File: config.mk
export PLATFORM = sky130hd
export DESIGN_NAME = breathing_led_fader
export DESIGN_NICKNAME = d
export VERILOG_FILES = /design/src/hw/rtl/blf_pkg.sv /design/src/hw/rtl/blf_front.sv /design/src/hw/rtl/blf_back.sv /design/src/hw/rtl/breathing_led_fader.sv
export SDC_FILE = /design/constraint.sdc
export NUM_CORES = 2
export LEC_CHECK = 0
export BUFFER_PORTS_ARGS = -buffer_cell sky130_fd_sc_hd__buf_2
export CAP_MARGIN = 30
export CORE_ASPECT_RATIO = 0.8
export CORE_UTILIZATION = 30
export DETAILED_ROUTE_END_ITERATION = 8
export GPL_ROUTABILITY_DRIVEN = 0
export PLACE_DENSITY_LB_ADDON = 0.12
export SLEW_MARGIN = 30
export SYNTH_ARGS = -nofsm -noshare
export SYNTH_HDL_FRONTEND = slang
export SYNTH_HIERARCHICAL = 1
export SYNTH_SLANG_ARGS = --single-unit
File: constraint.sdc
create_clock -name clk -period 13.8 [get_ports clk]
set_input_delay 2.76 -clock clk [delete_from_list [all_inputs] [get_ports clk]]
set_output_delay 2.76 -clock clk [all_outputs]
set_load 0.02 [all_outputs]
File: src/hw/rtl/blf_pkg.sv
`default_nettype none

package blf_pkg;

    // brightness resolution
    localparam int LEVEL_BITS = 8;
    localparam logic [LEVEL_BITS-1:0] LEVEL_MAX = {LEVEL_BITS{1'b1}};

    // field widths
    localparam int MODE_W    = 2;
    localparam int RATE_W    = 16;
    localparam int REFRESH_W = 10;
    localparam int STATE_W   = 2;

    // beat packing
    localparam int S_TDATA_W = ((MODE_W + RATE_W + 7) / 8) * 8;
    localparam int M_TDATA_W = ((LEVEL_BITS + STATE_W + 7) / 8) * 8;

    // configuration port
    localparam int APB_ADDR_W = 3;
    localparam int APB_DATA_W = 32;
    localparam logic [APB_ADDR_W-1:0] ADDR_REFRESH = 3'd0;

    // reset values
    localparam logic [RATE_W-1:0]    PERIOD_RESET  = 16'd1000;
    localparam logic [REFRESH_W-1:0] REFRESH_RESET = 10'd10;

    // divider sizing
    localparam int SQ_W      = 2 * RATE_W;
    localparam int NUM_W     = SQ_W + LEVEL_BITS;
    localparam int DIV_CNT_W = $clog2(LEVEL_BITS);

    // command queue
    localparam int QUEUE_DEPTH = 2;
    localparam int QPTR_W      = $clog2(QUEUE_DEPTH);
    localparam int QCNT_W      = $clog2(QUEUE_DEPTH + 1);

    // mode field codes
    localparam logic [MODE_W-1:0] MODE_OFF   = 2'd0;
    localparam logic [MODE_W-1:0] MODE_ON    = 2'd1;
    localparam logic [MODE_W-1:0] MODE_BLINK = 2'd2;

    // led_state codes
    localparam logic [STATE_W-1:0] LED_OFF   = 2'd0;
    localparam logic [STATE_W-1:0] LED_ON    = 2'd1;
    localparam logic [STATE_W-1:0] LED_BLINK = 2'd2;

    // decoded operations
    typedef logic [2:0] op_code_t;
    localparam op_code_t OP_TICK  = 3'd0;
    localparam op_code_t OP_OFF   = 3'd1;
    localparam op_code_t OP_ON    = 3'd2;
    localparam op_code_t OP_BLINK = 3'd3;
    localparam op_code_t OP_NONE  = 3'd4;

    typedef struct packed {
        op_code_t          op;
        logic [RATE_W-1:0] rate;
    } blf_op_t;

    typedef struct packed {
        logic    valid;
        blf_op_t item;
    } blf_queue_t;

endpackage

`default_nettype wire

File: src/hw/rtl/blf_front.sv
`default_nettype none

module blf_front (
    input  wire logic                          clk,
    input  wire logic                          rst_n,
    input  wire logic                          s_tvalid,
    output logic                               s_tready,
    input  wire logic [blf_pkg::S_TDATA_W-1:0] s_tdata,
    input  wire logic                          s_tuser,
    output blf_pkg::blf_queue_t                q_head,
    input  wire logic                          q_pop
);

    blf_pkg::blf_op_t                  entry_reg [blf_pkg::QUEUE_DEPTH];
    logic [blf_pkg::QPTR_W-1:0]        wr_ptr_reg, wr_ptr_next;
    logic [blf_pkg::QPTR_W-1:0]        rd_ptr_reg, rd_ptr_next;
    logic [blf_pkg::QCNT_W-1:0]        count_reg, count_next;
    blf_pkg::blf_op_t                  decoded;
    logic [blf_pkg::MODE_W-1:0]        mode;
    logic [blf_pkg::RATE_W-1:0]        rate;
    logic                              push;
    logic                              pop;

    assign mode = s_tdata[blf_pkg::MODE_W-1:0];
    assign rate = s_tdata[blf_pkg::MODE_W +: blf_pkg::RATE_W];

    // classify the beat; a zero period becomes one
    always_comb
    begin
        decoded.rate = (rate == '0) ? blf_pkg::RATE_W'(1) : rate;
        if (!s_tuser)
        begin
            decoded.op = blf_pkg::OP_TICK;
        end
        else
        begin
            unique case (mode)
                blf_pkg::MODE_OFF:   decoded.op = blf_pkg::OP_OFF;
                blf_pkg::MODE_ON:    decoded.op = blf_pkg::OP_ON;
                blf_pkg::MODE_BLINK: decoded.op = blf_pkg::OP_BLINK;
                default:             decoded.op = blf_pkg::OP_NONE;
            endcase
        end
    end

    assign s_tready = (count_reg != blf_pkg::QCNT_W'(blf_pkg::QUEUE_DEPTH));
    assign push     = s_tvalid && s_tready;
    assign pop      = q_pop && (count_reg != '0);

    assign q_head.valid = (count_reg != '0);
    assign q_head.item  = entry_reg[rd_ptr_reg];

    always_comb
    begin
        wr_ptr_next = wr_ptr_reg;
        rd_ptr_next = rd_ptr_reg;
        count_next  = count_reg;
        if (push)
        begin
            wr_ptr_next = (wr_ptr_reg == blf_pkg::QPTR_W'(blf_pkg::QUEUE_DEPTH - 1)) ?
                          '0 : wr_ptr_reg + 1'b1;
        end
        if (pop)
        begin
            rd_ptr_next = (rd_ptr_reg == blf_pkg::QPTR_W'(blf_pkg::QUEUE_DEPTH - 1)) ?
                          '0 : rd_ptr_reg + 1'b1;
        end
        if (push && !pop)
        begin
            count_next = count_reg + 1'b1;
        end
        else if (pop && !push)
        begin
            count_next = count_reg - 1'b1;
        end
    end

    always_ff @(posedge clk or negedge rst_n)
    begin
        if (!rst_n)
        begin
            wr_ptr_reg <= '0;
            rd_ptr_reg <= '0;
            count_reg  <= '0;
        end
        else
        begin
            wr_ptr_reg <= wr_ptr_next;
            rd_ptr_reg <= rd_ptr_next;
            count_reg  <= count_next;
        end
    end

    always_ff @(posedge clk)
    begin
        if (push)
        begin
            entry_reg[wr_ptr_reg] <= decoded;
        end
    end

endmodule

`default_nettype wire

File: src/hw/rtl/blf_back.sv
`default_nettype none

module blf_back (
    input  wire logic                            clk,
    input  wire logic                            rst_n,
    input  wire blf_pkg::blf_queue_t             q_head,
    output logic                                 q_pop,
    input  wire logic [blf_pkg::REFRESH_W-1:0]   refresh_ms,
    output logic                                 out_valid,
    input  wire logic                            out_ready,
    output logic [blf_pkg::LEVEL_BITS-1:0]       out_level,
    output logic [blf_pkg::STATE_W-1:0]          out_state
);

    localparam logic [1:0] ST_IDLE   = 2'd0;
    localparam logic [1:0] ST_SQUARE = 2'd1;
    localparam logic [1:0] ST_SCALE  = 2'd2;
    localparam logic [1:0] ST_DIV    = 2'd3;

    localparam int LB = blf_pkg::LEVEL_BITS;
    localparam int RW = blf_pkg::RATE_W;

    logic [1:0]                         fsm_reg, fsm_next;
    logic                               blinking_reg, blinking_next;
    logic                               lit_reg, lit_next;
    logic [RW-1:0]                      period_reg, period_next;
    logic [RW-1:0]                      phase_reg, phase_next;
    logic [blf_pkg::REFRESH_W-1:0]      refresh_cnt_reg, refresh_cnt_next;
    logic [LB-1:0]                      bright_reg, bright_next;
    logic [blf_pkg::SQ_W-1:0]           x_reg, x_next;
    logic [blf_pkg::SQ_W-1:0]           y_reg, y_next;
    logic [blf_pkg::NUM_W-1:0]          rem_reg, rem_next;
    logic [blf_pkg::NUM_W-1:0]          div_reg, div_next;
    logic [LB-1:0]                      quo_reg, quo_next;
    logic [blf_pkg::DIV_CNT_W-1:0]      cnt_reg, cnt_next;
    logic                               out_valid_reg, out_valid_next;
    logic [LB-1:0]                      out_level_reg, out_level_next;
    logic [blf_pkg::STATE_W-1:0]        out_state_reg, out_state_next;

    logic                               out_free;
    logic                               load_out;
    logic [RW:0]                        phase_inc;
    logic [RW-1:0]                      phase_wrap;
    logic [blf_pkg::REFRESH_W-1:0]      refresh_inc;
    logic [blf_pkg::REFRESH_W-1:0]      interval;
    logic [RW:0]                        twice_e;
    logic [RW-1:0]                      tri_dist;
    logic [RW-1:0]                      twice_d;
    logic [LB-1:0]                      quo_shift;

    assign out_free    = !out_valid_reg || out_ready;
    assign q_pop       = (fsm_reg == ST_IDLE) && q_head.valid && out_free;

    assign phase_inc   = {1'b0, phase_reg} + 1'b1;
    assign phase_wrap  = (phase_inc == {1'b0, period_reg}) ? '0 : phase_inc[RW-1:0];
    assign refresh_inc = refresh_cnt_reg + 1'b1;
    assign interval    = (refresh_ms == '0) ? blf_pkg::REFRESH_W'(1) : refresh_ms;

    // triangle distance from the phase
    assign twice_e  = {phase_reg, 1'b0};
    assign tri_dist = (twice_e < {1'b0, period_reg}) ? phase_reg : (period_reg - phase_reg);
    assign twice_d  = {tri_dist[RW-2:0], 1'b0};

    assign quo_shift = (rem_reg >= div_reg) ? {quo_reg[LB-2:0], 1'b1} :
                                              {quo_reg[LB-2:0], 1'b0};

    always_comb
    begin
        fsm_next         = fsm_reg;
        blinking_next    = blinking_reg;
        lit_next         = lit_reg;
        period_next      = period_reg;
        phase_next       = phase_reg;
        refresh_cnt_next = refresh_cnt_reg;
        bright_next      = bright_reg;
        x_next           = x_reg;
        y_next           = y_reg;
        rem_next         = rem_reg;
        div_next         = div_reg;
        quo_next         = quo_reg;
        cnt_next         = cnt_reg;
        load_out         = 1'b0;

        unique case (fsm_reg)
            ST_IDLE:
            begin
                if (q_pop)
                begin
                    load_out = 1'b1;
                    unique case (q_head.item.op)
                        blf_pkg::OP_TICK:
                        begin
                            if (blinking_reg)
                            begin
                                phase_next       = phase_wrap;
                                refresh_cnt_next = refresh_inc;
                                if (refresh_inc >= interval)
                                begin
                                    refresh_cnt_next = '0;
                                    load_out         = 1'b0;
                                    fsm_next         = ST_SQUARE;
                                end
                            end
                        end
                        blf_pkg::OP_OFF:
                        begin
                            blinking_next = 1'b0;
                            lit_next      = 1'b0;
                            bright_next   = '0;
                        end
                        blf_pkg::OP_ON:
                        begin
                            blinking_next = 1'b0;
                            lit_next      = 1'b1;
                            bright_next   = blf_pkg::LEVEL_MAX;
                        end
                        blf_pkg::OP_BLINK:
                        begin
                            if (!(blinking_reg && (period_reg == q_head.item.rate)))
                            begin
                                blinking_next    = 1'b1;
                                period_next      = q_head.item.rate;
                                phase_next       = '0;
                                refresh_cnt_next = '0;
                            end
                        end
                        default:
                        begin
                        end
                    endcase
                end
            end
            ST_SQUARE:
            begin
                x_next   = blf_pkg::SQ_W'(twice_d) * blf_pkg::SQ_W'(twice_d);
                y_next   = blf_pkg::SQ_W'(period_reg) * blf_pkg::SQ_W'(period_reg);
                fsm_next = ST_SCALE;
            end
            ST_SCALE:
            begin
                // numerator is level_max * x, divisor starts at y shifted to the top quotient bit
                rem_next = {x_reg, {LB{1'b0}}} - {{LB{1'b0}}, x_reg};
                div_next = {1'b0, y_reg, {(LB-1){1'b0}}};
                quo_next = '0;
                cnt_next = blf_pkg::DIV_CNT_W'(LB - 1);
                fsm_next = ST_DIV;
            end
            ST_DIV:
            begin
                if (rem_reg >= div_reg)
                begin
                    rem_next = rem_reg - div_reg;
                end
                quo_next = quo_shift;
                div_next = div_reg >> 1;
                if (cnt_reg == '0)
                begin
                    bright_next = quo_shift;
                    load_out    = 1'b1;
                    fsm_next    = ST_IDLE;
                end
                else
                begin
                    cnt_next = cnt_reg - 1'b1;
                end
            end
            default:
            begin
                fsm_next = ST_IDLE;
            end
        endcase

        out_valid_next = out_valid_reg && !out_ready;
        out_level_next = out_level_reg;
        out_state_next = out_state_reg;
        if (load_out)
        begin
            out_valid_next = 1'b1;
            out_level_next = bright_next;
            out_state_next = blinking_next ? blf_pkg::LED_BLINK :
                             (lit_next ? blf_pkg::LED_ON : blf_pkg::LED_OFF);
        end
    end

    always_ff @(posedge clk or negedge rst_n)
    begin
        if (!rst_n)
        begin
            fsm_reg         <= ST_IDLE;
            blinking_reg    <= 1'b0;
            lit_reg         <= 1'b0;
            period_reg      <= blf_pkg::PERIOD_RESET;
            phase_reg       <= '0;
            refresh_cnt_reg <= '0;
            bright_reg      <= '0;
            out_valid_reg   <= 1'b0;
        end
        else
        begin
            fsm_reg         <= fsm_next;
            blinking_reg    <= blinking_next;
            lit_reg         <= lit_next;
            period_reg      <= period_next;
            phase_reg       <= phase_next;
            refresh_cnt_reg <= refresh_cnt_next;
            bright_reg      <= bright_next;
            out_valid_reg   <= out_valid_next;
        end
    end

    always_ff @(posedge clk)
    begin
        x_reg         <= x_next;
        y_reg         <= y_next;
        rem_reg       <= rem_next;
        div_reg       <= div_next;
        quo_reg       <= quo_next;
        cnt_reg       <= cnt_next;
        out_level_reg <= out_level_next;
        out_state_reg <= out_state_next;
    end

    assign out_valid = out_valid_reg;
    assign out_level = out_level_reg;
    assign out_state = out_state_reg;

endmodule

`default_nettype wire

File: src/hw/rtl/breathing_led_fader.sv
// path: for commands and plain ticks an accepted beat goes into the command queue, then the
//   output register; a tick that recomputes the level first runs squares, scale, 8 divide steps
// throughput: one beat per cycle while the result stream is ready, except recompute ticks,
//   which hold the back end in the restoring divider (one quotient bit per cycle)
// reset: rst_n asynchronous active low; led off, level 0, period 1000 ms,
//   refresh_ms 10, command queue and output register empty
`default_nettype none

module breathing_led_fader (
    input  wire logic                             clk,
    input  wire logic                             rst_n,

    // input stream
    input  wire logic                             s_tvalid,
    output logic                                  s_tready,
    input  wire logic [blf_pkg::S_TDATA_W-1:0]    s_tdata,   // mode[1:0], rate_ms[17:2], zero pad
    input  wire logic                             s_tuser,   // func: 0 tick, 1 command

    // result stream
    output logic                                  m_tvalid,
    input  wire logic                             m_tready,
    output logic [blf_pkg::M_TDATA_W-1:0]         m_tdata,   // level[7:0], led_state[9:8], zero pad

    // configuration port
    input  wire logic                             psel,
    input  wire logic                             penable,
    input  wire logic                             pwrite,
    input  wire logic [blf_pkg::APB_ADDR_W-1:0]   paddr,
    input  wire logic [blf_pkg::APB_DATA_W-1:0]   pwdata,
    output logic [blf_pkg::APB_DATA_W-1:0]        prdata,
    output logic                                  pready
);

    logic [blf_pkg::REFRESH_W-1:0]   refresh_reg;
    blf_pkg::blf_queue_t             q_head;
    logic                            q_pop;
    logic [blf_pkg::LEVEL_BITS-1:0]  out_level;
    logic [blf_pkg::STATE_W-1:0]     out_state;
    logic                            cfg_write;

    // register file: refresh_ms only, written in the access phase
    assign pready    = 1'b1;
    assign cfg_write = psel && penable && pwrite && pready && (paddr == blf_pkg::ADDR_REFRESH);

    always_ff @(posedge clk or negedge rst_n)
    begin
        if (!rst_n)
        begin
            refresh_reg <= blf_pkg::REFRESH_RESET;
        end
        else if (cfg_write)
        begin
            refresh_reg <= pwdata[blf_pkg::REFRESH_W-1:0];
        end
    end

    assign prdata = (paddr == blf_pkg::ADDR_REFRESH) ?
                    blf_pkg::APB_DATA_W'(refresh_reg) : '0;

    // front end: decode each beat and queue it
    blf_front u_front (
        .clk      (clk),
        .rst_n    (rst_n),
        .s_tvalid (s_tvalid),
        .s_tready (s_tready),
        .s_tdata  (s_tdata),
        .s_tuser  (s_tuser),
        .q_head   (q_head),
        .q_pop    (q_pop)
    );

    // back end: led state, phase counters, level divider, output register
    blf_back u_back (
        .clk        (clk),
        .rst_n      (rst_n),
        .q_head     (q_head),
        .q_pop      (q_pop),
        .refresh_ms (refresh_reg),
        .out_valid  (m_tvalid),
        .out_ready  (m_tready),
        .out_level  (out_level),
        .out_state  (out_state)
    );

    // result beat packing, level in the low byte
    assign m_tdata = blf_pkg::M_TDATA_W'({out_state, out_level});

endmodule

`default_nettype wire

== Yosys cells after proc, flatten, opt, wreduce, memory -nomap -nowiden ==
Memories as Yosys holds them, arrays and structs flattened.
Cells that the tools add are included.

* Register bits: 231
* Latch bits: 0
* Memory bits (writable): 38
* Memory bits (read-only): 0
* Output and inout bits: 51
* Word-level logic and storage cells: 142
* Memories: 1

* Add/subtract/negate cells: 10
* Multipliers: 2
* Div/mod/pow operators: 0
* Order comparisons: 3
* Equal/unequal tests: 20
* Shift operators: 0
* Mux-type cells: 52
* Bitwise operators: 1
* Reductions and logical operators: 33

{| class="wikitable"
|+ Memories
! memory !! words !! width !! rd ports !! clocked after memory_dff !! wr ports !! line !! text
|-
| u_front.entry_reg || 2 || 19 || 1 || 0 || 1 || blf_front.sv:14 || <nowiki>blf_pkg::blf_op_t entry_reg [blf_pkg::QUEUE_DEPTH];</nowiki>
|}

{| class="wikitable"
|+ Operator list
! operator !! count
|-
| case mux 40 bit (2 select lines) || 2
|-
| two-way mux 16 bit || 4
|-
| two-way mux 10 bit || 5
|-
| >= comparator 40 bit || 1
|-
| two-way mux 40 bit || 1
|-
| subtractor 40 x 32 -> 40 bit || 1
|-
| subtractor 40 bit || 1
|-
| multiplier 16 x 16 -> 32 bit || 1
|-
| case mux 16 bit (2 select lines) || 1
|-
| case mux 8 bit (2 select lines) || 2
|-
| multiplier 15 x 15 -> 30 bit || 1
|-
| case mux 10 bit (2 select lines) || 1
|-
| adder 16 x 1 -> 17 bit (second input constant) || 1
|-
| == test 17 x 16 -> 1 bit || 1
|-
| less-than comparator 17 x 16 -> 1 bit || 1
|-
| two-way mux 1 bit || 17
|-
| == test 16 bit || 1
|-
| logical NOT 16 bit || 1
|-
| two-way mux 8 bit || 2
|-
| two-way mux 15 bit || 1
|-
| subtractor 15 bit || 1
|-
| two-way mux 2 bit || 7
|-
| case mux 7 bit (2 select lines) || 1
|-
| logical AND 1 bit || 11
|-
| 28 further kinds || 55
|}

== Logic depth before layout (Yosys ltp) ==
* Depth after elaboration: 9
* Gate-level depth with buffers: 37
* Mapped depth without buffers: 35

== Hierarchy ==
Netlist, hierarchy kept.

{| class="wikitable"
|+ Modules (own cells, without submodules)
! module !! times used !! cells an instance !! area each (sq um) !! sequential area each (sq um)
|-
| blf_back || 1 || 2947 || 27418.8 || 6158.4
|-
| blf_front || 1 || 106 || 1747.9 || 1241.2
|-
| breathing_led_fader || 1 || 65 || 735.7 || 252.7
|}

== Worst setup path before layout ==
No wires, ideal clock.

* Path type: register -> register
* Start: register u_back.period_reg[1]
* End: register u_back/x_reg[30] (netlist name) (data pin)
* Library setup time: 258 ps
* Arrival: 8391 ps
* Data required time: 13542 ps
* Slack: 5151 ps
* Cell stages (with the launch flop): 33
* Path buffers: 4
* Period minus slack after synthesis: 8649 ps
* Cell sequence: dfrtp_1 -> clkbuf_1 -> inv_1 -> clkbuf_1 -> ha_1 -> nor2b_1 -> o2111a_1 -> o41ai_1 -> a21oi_1 -> nor2_4 -> buf_2 -> mux2i_1 -> clkbuf_1 -> nand2b_1 -> fa_1 -> fa_1 -> inv_1 -> fa_1 -> fa_1 -> fa_1 -> inv_1 -> fa_1 -> inv_1 -> ha_1 -> and4_1 -> and3_1 -> a41o_1 -> a221oi_1 -> a211oi_1 -> nor4_1 -> o21bai_1 -> a21oi_1 -> xnor2_1

* Longest elaborated chain between the ends: 3
* Elaborated cells between the ends (all ways): 4
* Those cells by class: add/sub (1); mul (1); order compare (1); mux (1)

{| class="wikitable"
|+ RTL lines
! element !! line !! text
|-
| start, declared || blf_back.sv:26 || <nowiki>logic [RW-1:0] period_reg, period_next;</nowiki>
|-
| start signal, assigned || blf_back.sv:192 || <nowiki>period_reg <= blf_pkg::PERIOD_RESET;</nowiki>
|-
| start signal, assigned || blf_back.sv:203 || <nowiki>period_reg <= period_next;</nowiki>
|-
| subtractor 15 bit or less-than comparator 17 x 16 -> 1 bit (tied branches) || blf_back.sv:61 || <nowiki>assign tri_dist = (twice_e < {1'b0, period_reg}) ? phase_reg : (period_reg - phase_reg);</nowiki>
|-
| two-way mux 15 bit * || blf_back.sv:61 ||
|-
| multiplier 15 x 15 -> 30 bit * || blf_back.sv:135 || <nowiki>x_next = blf_pkg::SQ_W'(twice_d) * blf_pkg::SQ_W'(twice_d);</nowiki>
|-
| end signal, assigned || blf_back.sv:213 || <nowiki>x_reg <= x_next;</nowiki>
|-
| end, declared || blf_back.sv:30 || <nowiki>logic [blf_pkg::SQ_W-1:0] x_reg, x_next;</nowiki>
|}

Mark *: on every way between the ends. The rest lies on a longest branch, timed or not.
A chain may end at the register's enable or synchronous reset.

== Worst setup path after layout ==
* Start: register u_back.period_reg[6]
* End: register u_back/x_reg[29] (netlist name) (data pin)

Same word-level chain as after synthesis.

==> metrics.csv <==
stage,metric,value,unit
timing,Highest Clock Rate,94.8,MHz
cells_and_area,number of flip-flops under the largest register name,40,
grt,largest net degree at the start of global routing,83,
setup_path,"Max stage delay cell, worst path",sky130_fd_sc_hd__dfstp_2,
synthesis,number of enable-type register cells in the synthesized netlist,197,
synthesis,"FF+latch count, synth",266,
detailed_routing,total DRC errors in the routed layout,0,
detailed_routing,iteration-0 DRC count of the detailed router,1452,
synthesis,leading cell type by number of instances after synthesis,sky130_fd_sc_hd__inv_1,
placement,HPWL after detailed placement,61.8,mm
synthesis,commonest register cell after synthesis,sky130_fd_sc_hd__edfxtp_1,
synthesis,Synth Instances,3118,
grt,vias in the first global route,22600,
grt,first-pass GRT wire length,125,mm
detailed_routing,aggregate routed wire length,77.3,mm
placement,number of cells in the design after placement,4412,
synthesis,ranking of synthesized cells by area,"sky130_fd_sc_hd__fa_1 (20%), sky130_fd_sc_hd__edfxtp_1 (20%), sky130_fd_sc_hd__ha_1 (13%)",
synthesis,cell area after technology mapping,29900,um^2
setup_path,data arrival time at the worst-slack endpoint,10910,ps
detailed_routing,number of optimization iterations in the first detailed-route pass,5,
grt,number of antenna violations at the first check in global routing,0,
timing,setup total negative slack,0,ps
run,Max-cap violations,0,
timing,setup repair after global routing missed its margin,no,
timing,max-slew violation total from the final report,0,
synthesis,area fraction of the dominant cell type after synthesis,20.2,%
setup_path,critical register-to-register path startpoint,u_back/period_reg[6],
hold_path,type of the tightest min-delay check,flip-flop to flip-flop,
synthesis,portion of the post-synthesis area used by sequential elements,25.6,%
setup_path,critical path class,flip-flop to flip-flop,
clock_tree,Root Buffer,sky130_fd_sc_hd__clkbuf_16,
cells_and_area,share of cells above drive strength 1,8.90,%
setup_path,capture instance of the worst register-to-register path,u_back/x_reg[29],
clock_tree,number of CTS-inserted buffers,31,
setup_path,largest stage delay on the critical path,870,ps
synthesis,Post-Syn Area per Cell,9.59,um^2
clock_tree,Post-CTS Setup Repair Bufs,0,
placement,PortBufs,60,
synthesis,Synth Warn #,6,
setup_path,path length in cells of the critical path,29,
clock_tree,total clock sinks,266,
floorplan,number of ports placed on the die boundary,118,
setup_path,register-to-register path setup slack,3250,ps
clock_tree,clock tree buffer depth,3,
grt,global-route usage over all layers,15.5,%
cells_and_area,number of standard cells in the final layout excluding fillers,4471,
floorplan,Die Outline Area,101000,um^2
placement,"worst slack, placed",3240,ps
floorplan,Core ar.,98700,um^2
timing,worst-case hold slack,498,ps
cells_and_area,n_diodes,0,
timing,shortest period the worst path allows,10550,ps
setup_path,crit path launch type,flip-flop,
floorplan,y dimension of the die,284,um
floorplan,number of core rows,103,
clock_tree,number of levels in the clock H-tree,1,
setup_path,required time at the endpoint of the critical path,14160,ps
cells_and_area,Synth-to-Final Area Change,9.31,%
clock_tree,worst-skew pair later-pin latency,610,ps
synthesis,top post-synthesis cells by count,"sky130_fd_sc_hd__inv_1 (525), sky130_fd_sc_hd__fa_1 (302), sky130_fd_sc_hd__ha_1 (302), sky130_fd_sc_hd__nor2_1 (269), sky130_fd_sc_hd__nand2_1 (211)",
timing,final period utilization,76.5,%
synthesis,cell accounting for the most synthesized area,sky130_fd_sc_hd__fa_1,
synthesis,"Async S/R FF share, synth",25.9,%
cells_and_area,Layout Nets,3805,
timing,Relative slew margins,37.8,%
setup_path,Critical Path Source,u_back/period_reg[6],
floorplan,starting density of the core,30.3,%
clock_tree,Resize count post-CTS,0,
setup_path,cell family with the largest share of critical-path delay,adder cells,
clock_tree,TritonCTS clock tree,yes,
detailed_routing,post-detailed-route via-to-cell ratio,4.82,
timing,slew at the pin closest to its max-slew limit,921,ps
hold_path,worst hold start,u_front/wr_ptr_reg,
timing,maximum clock skew at final layout,28.8,ps
detailed_routing,DR vias,21500,
cells_and_area,FILL cells,10300,
floorplan,width of the chip,355,um
setup_path,CP Max Fanout,26,
timing,final worst slack,3250,ps
timing,Final Hold Fails,0,
detailed_routing,post-detailed-route count of antenna-violating nets,0,
outcome,status,"complete, no violations",
setup_path,Worst Setup End Kind,flip-flop,
clock_tree,clock-pin slew of the registers on the worst-case setup and hold paths,60,ps
setup_path,Worst Reg2Reg Path Length in Cells,29,
synthesis,"Distinct cells, synth",93,
setup_path,endpoint of the worst setup timing path,u_back/x_reg[29],
clock_tree,number of buffers added to fix hold violations after cts,0,
grt,total global routing overflow,0,
detailed_routing,average wire length per cell after detail routing,17.3,um
timing,total setup violations reported at the end of the flow,0,
setup_path,Buf/Inv on CP,6,
==> cell usage in the layout (no fill, tap or decap), types with 8 or more instances in the layout <==
cell / Yosys / routed
sky130_fd_sc_hd__and4_1: 8 / 8
sky130_fd_sc_hd__dfrtp_1: 61 / 61
sky130_fd_sc_hd__a31oi_1: 17 / 17
sky130_fd_sc_hd__nor2_1: 269 / 269
sky130_fd_sc_hd__nand2_1: 211 / 211
sky130_fd_sc_hd__xnor2_1: 132 / 132
sky130_fd_sc_hd__xor2_1: 49 / 49
sky130_fd_sc_hd__fa_1: 302 / 302
sky130_fd_sc_hd__ha_1: 302 / 300
sky130_fd_sc_hd__nand2b_1: 26 / 26
sky130_fd_sc_hd__clkbuf_16: 0 / 31
sky130_fd_sc_hd__a21o_1: 60 / 60
sky130_fd_sc_hd__buf_4: 31 / 30
sky130_fd_sc_hd__inv_1: 525 / 524
sky130_fd_sc_hd__o21bai_1: 19 / 19
sky130_fd_sc_hd__clkinv_1: 5 / 11
sky130_fd_sc_hd__and3_1: 24 / 24
sky130_fd_sc_hd__nor4_1: 11 / 11
sky130_fd_sc_hd__mux2i_1: 12 / 12
sky130_fd_sc_hd__a21oi_1: 154 / 152
sky130_fd_sc_hd__nand4_1: 26 / 26
sky130_fd_sc_hd__nor3_1: 24 / 23
sky130_fd_sc_hd__o211ai_1: 20 / 20
sky130_fd_sc_hd__edfxtp_1: 197 / 197
sky130_fd_sc_hd__mux2_2: 69 / 69
sky130_fd_sc_hd__o31ai_1: 15 / 15
sky130_fd_sc_hd__or2_2: 8 / 8
sky130_fd_sc_hd__o21a_1: 33 / 33
sky130_fd_sc_hd__nand3_1: 44 / 44
sky130_fd_sc_hd__o21ai_0: 127 / 127
sky130_fd_sc_hd__nor2b_1: 23 / 23
sky130_fd_sc_hd__conb_1: 2 / 29
sky130_fd_sc_hd__dfstp_2: 8 / 8
sky130_fd_sc_hd__and2_1: 25 / 25
sky130_fd_sc_hd__buf_2: 15 / 59
sky130_fd_sc_hd__a211oi_1: 23 / 22
sky130_fd_sc_hd__or3_1: 12 / 12
sky130_fd_sc_hd__mux2_4: 10 / 10
sky130_fd_sc_hd__o21ai_1: 11 / 10
==> final cells by class <==
cell class | instances | area (um^2) | share of cell area (%)
clock buffer | 31 | 776 | 2.37
clock inverter | 27 | 340 | 1.04
tap | 1312 | 1640 | 5.02
multi-input combinational | 2207 | 19700 | 60.3
sequential | 266 | 7650 | 23.4
inverter | 536 | 2010 | 6.16
timing repair buffer | 92 | 554 | 1.70
==> layer usage <==
layer / up-vias / share of wire (%) / GRT usage, % / wire length, um
met5: - / 0 / 0 / 0
met4: 0 / 1.1 / 1.86 / 888
met3: 63 / 4.1 / 1.88 / 3130
met2: 403 / 44 / 24.4 / 34000
met1: 10700 / 51 / 23.1 / 39300
li1: 10400 / - / - / -
==> metrics by stage <==
stage,area (um^2),util (%)
after global placement,31500,31.9
final,32700,33.1
after floorplan,30000,-
after detailed placement,31600,32.0
after CTS,32700,33.1
after global routing,32700,33.1
==> how the worst min path moves through the flow <==
| stage | endpoint | slack, ps | cells after the start |
|---|---|---|---|
| 2_1_floorplan | u_back/bright_reg[1] | 450 | 2 |
| 3_3_place_gp | u_front/wr_ptr_reg | 480 | 1 |
| 3_5_place_dp | u_back/bright_reg[7] | 490 | 2 |
| 4_1_cts | u_back/out_valid | 510 | 1 |
| 5_1_grt | u_front/wr_ptr_reg | 520 | 1 |
| 6_report | u_front/wr_ptr_reg | 500 | 1 |
==> cells by family after synthesis <==
kind of cell    after synthesis  synth area share, %
compound gates              557                 11.9
xor+xnor                    183                 5.43
fa+ha+maj                   604                 32.9
buf+inv                     672                 9.02
flops                       266                 25.6
mux                          91                 3.50
other cells                   2               0.0251
simple gates                743                 11.7
Power is not shown: default switching activity piles up to over one toggle a cycle in this logic, so the estimate is an artifact.
